File: src/hdl/first_fit_heap_allocator_unit_macros.svh
// Assertion macros used by the allocator RTL
`ifndef FIRST_FIT_HEAP_ALLOCATOR_UNIT_MACROS_SVH
`define FIRST_FIT_HEAP_ALLOCATOR_UNIT_MACROS_SVH

`ifndef ASSERT_OFF
`define FFA_ASSERT_IMP(lbl, clk, rst_n, ante, cons) \
    lbl: assert property (@(posedge clk) disable iff (!rst_n) (ante) |-> (cons)) \
        else $error("%m: check failed");
`define FFA_ASSERT_NXT(lbl, clk, rst_n, ante, cons) \
    lbl: assert property (@(posedge clk) disable iff (!rst_n) (ante) |=> (cons)) \
        else $error("%m: check failed");
`else
`define FFA_ASSERT_IMP(lbl, clk, rst_n, ante, cons)
`define FFA_ASSERT_NXT(lbl, clk, rst_n, ante, cons)
`endif

`endif

File: src/hdl/ffa_pkg.sv
package ffa_pkg;

    localparam int FW = 21;
    localparam int VW = 34;

    localparam logic [VW-1:0] DEF_HEAP_BYTES = VW'(1048576);
    localparam int DEF_BLOCK_BYTES  = 64;
    localparam int DEF_HEADER_BYTES = 24;
    localparam int DEF_SEGMENTS     = 64;

    localparam logic REQ_ALLOC = 1'b0;
    localparam logic REQ_FREE  = 1'b1;

    localparam logic [1:0] ST_OK      = 2'd0;
    localparam logic [1:0] ST_NOSPACE = 2'd1;
    localparam logic [1:0] ST_BADADDR = 2'd2;
    localparam logic [1:0] ST_FULL    = 2'd3;

    typedef struct packed {
        logic          req_type;
        logic [FW-1:0] req_size;
        logic [FW-1:0] req_addr;
    } t_req;

    typedef struct packed {
        logic [1:0]    status;
        logic [FW-1:0] alloc_addr;
        logic [FW-1:0] free_bytes;
        logic [FW-1:0] largest_free;
    } t_rsp;

    typedef struct packed {
        logic [VW-1:0] start;
        logic [VW-1:0] size;
    } t_seg;

    typedef struct packed {
        logic mod_en;
        logic del_en;
        logic ins_en;
        t_seg mod_val;
        t_seg ins_val;
    } t_edit;

endpackage

File: src/hdl/ffa_cell.sv
module ffa_cell (
    input  logic         i_clk,
    input  logic         i_en,
    input  ffa_pkg::t_seg i_seg,
    output ffa_pkg::t_seg o_seg
);
    import ffa_pkg::*;

    t_seg r_seg;

    always_ff @(posedge i_clk) begin
        if (i_en) begin
            r_seg <= i_seg;
        end
    end

    assign o_seg = r_seg;

endmodule

File: src/hdl/ffa_ring.sv
module ffa_ring #(
    parameter int                     N        = ffa_pkg::DEF_SEGMENTS,
    parameter logic [ffa_pkg::VW-1:0] RST_SIZE = '0
) (
    input  logic                     i_clk,
    input  logic                     i_rst_n,
    input  logic                     i_run,
    input  logic                     i_wrap,
    input  logic [$clog2(N+1)-1:0]   i_j,
    input  ffa_pkg::t_edit           i_ed,
    input  logic [$clog2(N+1)-1:0]   i_mod_idx,
    input  logic [$clog2(N+1)-1:0]   i_del_idx,
    input  logic [$clog2(N+1)-1:0]   i_ins_idx,
    output ffa_pkg::t_seg            o_emit
);
    import ffa_pkg::*;

    typedef enum logic [1:0] {M_NORM, M_BYP, M_DBL} t_mode;

    t_mode r_mode, n_mode;
    t_seg  r_d, n_d;
    t_seg  r_e, n_e;
    t_seg  w_emit;
    t_seg  w_link [N+1];

    assign w_link[N] = w_emit;

    for (genvar k = 0; k < N; k++) begin : g_cell
        ffa_cell u_cell (
            .i_clk (i_clk),
            .i_en  (i_run),
            .i_seg (w_link[k+1]),
            .o_seg (w_link[k])
        );
    end

    always_comb begin
        n_d    = r_d;
        n_e    = r_e;
        n_mode = r_mode;
        w_emit = r_d;
        if (i_wrap) begin
            w_emit = (r_mode == M_BYP) ? w_link[0] : r_d;
            n_d    = w_link[0];
            n_mode = M_NORM;
        end else begin
            case (r_mode)
                M_NORM: begin
                    if (i_ed.del_en && (i_j == i_del_idx)) begin
                        w_emit = w_link[0];
                        n_mode = M_BYP;
                    end else if (i_ed.ins_en && (i_j == i_ins_idx)) begin
                        w_emit = i_ed.ins_val;
                        n_e    = w_link[0];
                        n_mode = M_DBL;
                    end else begin
                        w_emit = (i_ed.mod_en && (i_j == i_mod_idx)) ? i_ed.mod_val : r_d;
                        n_d    = w_link[0];
                    end
                end
                M_BYP: begin
                    w_emit = w_link[0];
                end
                M_DBL: begin
                    w_emit = r_d;
                    n_d    = r_e;
                    n_e    = w_link[0];
                end
                default: begin
                    n_mode = M_NORM;
                end
            endcase
        end
    end

    always_ff @(posedge i_clk) begin
        if (!i_rst_n) begin
            r_mode <= M_NORM;
            r_d    <= '{start: '0, size: RST_SIZE};
        end else if (i_run) begin
            r_mode <= n_mode;
            r_d    <= n_d;
            r_e    <= n_e;
        end
    end

    assign o_emit = w_emit;

endmodule

File: config.mk
export PLATFORM = sky130hd
export DESIGN_NAME = ffa_ring
export DESIGN_NICKNAME = d
export VERILOG_FILES = /design/src/hdl/first_fit_heap_allocator_unit_macros.svh /design/src/hdl/ffa_pkg.sv /design/src/hdl/ffa_cell.sv /design/src/hdl/ffa_ring.sv
export SDC_FILE = /design/constraint.sdc
export NUM_CORES = 2
export LEC_CHECK = 0
export BUFFER_PORTS_ARGS = -buffer_cell sky130_fd_sc_hd__buf_2
export CAP_MARGIN = 20
export CELL_PAD_IN_SITES_DETAIL_PLACEMENT = 2
export CELL_PAD_IN_SITES_GLOBAL_PLACEMENT = 2
export CORE_ASPECT_RATIO = 0.7
export CORE_UTILIZATION = 45
export DETAILED_ROUTE_END_ITERATION = 10
export GPL_ROUTABILITY_DRIVEN = 0
export HOLD_SLACK_MARGIN = 0.12
export PLACE_DENSITY = 0.7
export SLEW_MARGIN = 15
export SYNTH_ARGS = -nofsm -noshare
export SYNTH_HDL_FRONTEND = slang
export SYNTH_SLANG_ARGS = --single-unit
File: constraint.sdc
create_clock -name i_clk -period 3.6 [get_ports i_clk]
set_clock_uncertainty 0.2 [all_clocks]
set_input_delay 0 -clock i_clk [delete_from_list [all_inputs] [get_ports i_clk]]
set_output_delay 0 -clock i_clk [all_outputs]
set_load 0.02 [all_outputs]
==> flow_metrics.tcl, run 1 <==
set metrics [dict create \
    avgSynthCellArea_um2 26.3 \
    lastStage "detailed placement (3_5_place_dp)" \
    synthCells 5318 \
    synth-warning-count 0 \
    ys_ff_latch 4490 \
    portBuffers 238 \
    std_cell_rows 170 \
    io_pins 239 \
    syn_area_mm2 0.140 \
    synth_nets 5492 \
    synth-seq-area-share 0.958 \
    synth.distinct_cells 29 \
    die_y_um 469 \
    status "aborted with a tool error" \
    die_w_um 669 \
    synth.top_cell.area_share 0.948 \
    error "Error: detail_place.tcl, 38 bad optional access" \
    initial_core_util 0.455 \
    yosys.area.top_type "edfxtp_1" \
    netlist_top_cells_area "edfxtp_1 95%, mux2_2 1.1%, dfxtp_1 1.0%" \
]
==> cells by family after synthesis <==
family	synth area share
xor+xnor	0.00131
flops	0.958
buf+inv	0.00289
mux	0.0207
fa+ha+maj	0.000268
compound gates	0.00887
simple gates	0.00819
==> per-stage QoR <==
step	cell area [µm²]	setup slack, ns	std cells
after floorplan	140000	0.220	5318
after global placement	148000	0.459	9721
==> synth_stat cells <==
| master | count |
|---|---|
| o21ai_1 | 1 |
| nor2_1 | 140 |
| o21ai_0 | 3 |
| ha_1 | 3 |
| o311a_1 | 1 |
| a21oi_1 | 1 |
| nor3_2 | 1 |
| edfxtp_1 | 4420 |
| nand2_1 | 141 |
| mux2i_1 | 136 |
| a21boi_0 | 1 |
| nand4_1 | 5 |
| buf_4 | 4 |
| and4_1 | 1 |
| clkbuf_1 | 60 |
| nor3_1 | 1 |
| a32oi_1 | 1 |
| buf_6 | 2 |
| dfxtp_1 | 70 |
| xnor2_1 | 21 |
| buf_2 | 20 |
| or3_1 | 1 |
| buf_1 | 4 |
| nor2b_1 | 4 |
| o221ai_1 | 68 |
| or2_2 | 1 |
| inv_1 | 3 |
| mux2_2 | 136 |
| o32ai_1 | 68 |
==> run 2, diff against run 1 <==
CELL_PAD_IN_SITES_DETAIL_PLACEMENT = unset   (was 2)
CELL_PAD_IN_SITES_GLOBAL_PLACEMENT = unset   (was 2)
CORE_ASPECT_RATIO = unset   (was 0.7)
CORE_UTILIZATION = 30   (was 45)
HOLD_SLACK_MARGIN = unset   (was 0.12)
PLACE_DENSITY = unset   (was 0.7)
PLACE_DENSITY_LB_ADDON = 0.15   (was unset)
clock period = 4.7 ns   (was 3.6 ns; I/O delays follow)
==> run 2 against run 1 <==
- the flow now finishes without violations
- synthesized cell count unchanged
- area after synthesis unchanged
==> flow_metrics.tcl, run 2 <==
set metrics [dict create \
    status "complete, no violations" \
    grt_pass1_wl_um 353000 \
    rsz0062_at_grt "no" \
    startpoint_type "input pin" \
    die_w_um 685 \
    critPathMostFrequentCell "dlygate4sd3_1" \
    path_cells "dlygate4sd3_1 -> buf_2 -> dlygate4sd3_1 -> nand4_1 -> dlygate4sd3_1 -> nor2_2 -> nor2b_2 -> o221ai_1 -> o32ai_2 -> buf_2" \
    leakagePower_nw 56.0 \
    ys_ff_latch 4490 \
    fmax_mhz 224 \
    grt.total_usage 0.0970 \
    placed_area_mm2 0.150 \
    powerDensity_mw_per_mm2 504 \
    area_growth_pct 19.4 \
    synthCells 5318 \
    worst_skew_pair.late_latency_ns 1.00 \
    netlist_top_cells_area "edfxtp_1 95%, mux2_2 1.1%, dfxtp_1 1.0%" \
    end_kind "primary output" \
    vias_per_cell 4.10 \
    netlist_top_cells_count "4420 x edfxtp_1, 141 x nand2_1, 140 x nor2_1" \
    slew_viol_final 0 \
    io_pins 239 \
    core-area_mm2 0.464 \
    syn_area_mm2 0.140 \
    first_pass_iters 5 \
    grt_pass1_vias 54100 \
    worst_setup_hold_path_clk_slew_ns 0.07 \
    ant_nets 0 \
    htreeDepth 5 \
    die-area_mm2 0.470 \
    tritoncts "done" \
    worst-endpoint-required_ns 4.50 \
    drv_cap 0 \
    synth-warning-count 0 \
    crit_slowest_cell "o32ai_2" \
    final_common_cell "edfxtp_1" \
    std_cell_rows 250 \
    hold_class "input pin to flop" \
    async_flop_share 0 \
    peakVddDrop_mv 0.327 \
    min_period_ns 4.47 \
    maxSlewHeadroom 0.289 \
    antenna_found_initial 36 \
    fill_cells 42300 \
    layout_common_cells "4420 x edfxtp_1, 468 x clkbuf_16, 237 x buf_2, 228 x dlygate4sd3_1, 140 x nand2_1" \
    grt_max_degree 186 \
    routedWlPerCell_um 18.1 \
    numCtsBuffers 464 \
    avgSynthCellArea_um2 26.3 \
    wl_um 233000 \
    drt_iter0_markers 4452 \
    final_nets 6451 \
    finish.utilization 0.360 \
    min_period_over_period 0.950 \
    clock-root-buffer "clkbuf_16" \
    vias 52700 \
    final_layout_size_suffix_gt1_frac 0.172 \
    die_y_um 685 \
    setup_viol 0 \
    synth_nets 5492 \
    hold_depth 5 \
    drcViolationCount 0 \
    largest_reg_flops 4352 \
    r2r_cells 6 \
    hpwl_um 116000 \
    setup_tns_ns 0 \
    yosys.area.top_type "edfxtp_1" \
    fin_area_mm2 0.167 \
    cp_data_arrival_time_ns 4.27 \
    synth-seq-area-share 0.958 \
    cts.sinks 4490 \
    synth.distinct_cells 29 \
    clockBufferDepth 4 \
    portBuffers 238 \
    finalHoldViolCount 0 \
    critPathMaxStageDelay_ns 0.90 \
    synth_most_common_cell "edfxtp_1" \
    synth-main-ff-cell "edfxtp_1" \
    grt_overflow_total 0 \
    initial_core_util 0.302 \
    cp_max_fo 11 \
    worst_pin_slew_ns 1.07 \
    synth_edf_count 4420 \
    synth.top_cell.area_share 0.948 \
    path_class "input pin to primary output" \
]
==> run 2: cell counts after synthesis <==
No cell type changed its count.
==> run 2: repair_timing <==
item	in CTS	in global routing
hold endpoints to repair	3031	0
endpoints found under the setup margin	0	14
hold buffers	229	0
setup buffers	0	0
resized for setup	0	6
==> run 2: final timing paths <==
check	start	end	slack, ns
worst max register to register	r_mode[0]$_SDFFE_PN0P_	g_cell[63].u_cell.o_seg[26]$_DFFE_PP_	0.60
worst max-delay path	i_ed[137]	o_emit[26]	0.23
worst min register to register	g_cell[17].u_cell.o_seg[0]$_DFFE_PP_	g_cell[16].u_cell.o_seg[0]$_DFFE_PP_	0.16
worst min-delay path	i_ed[74]	g_cell[63].u_cell.o_seg[6]$_DFFE_PP_	0.10
==> run 2: cell families (layout without fill, tap and decap cells) <==
logic type,after synthesis,count (layout),share of synthesized area
xor gates and xnor gates,21,21,0.00131
DFF,4490,4490,0.958
buffers and inverters,93,1440,0.00289
and+or+nand+nor,295,297,0.00819
other,0,23,0
muxes,272,272,0.0207
adders and majority gates,3,3,0.000268
AOI/OAI and AO/OA,144,144,0.00887
==> run 2: critical path, delay by kind of cell <==
| family | cells | cell delay [ns] |
|---|---|---|
| AO/OA/AOI/OAI | 2 | 1.19 |
| buffers and inverters | 5 | 2.08 |
| AND/OR/NAND/NOR | 3 | 0.95 |
==> run 2: through the flow <==
stage / cells / total power, mW / hold slack, ns / setup WS (ns)
after floorplan: 5318 / 48.1 / -0.0875 / 1.32
after global placement: 11800 / 49.7 / 0.200 / 0.848
after detailed placement: 11800 / 49.7 / 0.205 / 1.19
after CTS: 12800 / 85.9 / 0.00140 / 0.0419
after global routing: 12900 / 87.6 / 0.0496 / 0.0135
final: 12900 / 84.2 / 0.103 / 0.233
==> run 2: final cells by class <==
| cell class | instances | area [µm²] | share of cell area |
|---|---|---|---|
| inverter | 3 | 11.3 | 0.0000673 |
| sequential | 4490 | 134000 | 0.802 |
| clock inverter | 261 | 2350 | 0.0140 |
| multi-input combinational | 737 | 5770 | 0.0345 |
| clock buffer | 595 | 12200 | 0.0733 |
| antenna | 23 | 57.6 | 0.000344 |
| timing repair buffer | 581 | 4920 | 0.0294 |
| tap | 6174 | 7720 | 0.0462 |
==> run 2: layer usage <==
metal / global-route usage / vias up / share of wire
met5: 0 / - / 0
met4: 0.0422 / 0 / 0.040
met3: 0.0204 / 530 / 0.045
met2: 0.139 / 911 / 0.44
met1: 0.143 / 27700 / 0.47
li1: - / 23600 / -
==> run 2: power breakdown <==
part	switching, mW	internal [mW]
clock network	15.1	20.0
logic	1.31	0.551
registers	0.679	46.5
total	17.1	67.1
Power figures use the tool's default switching activity.
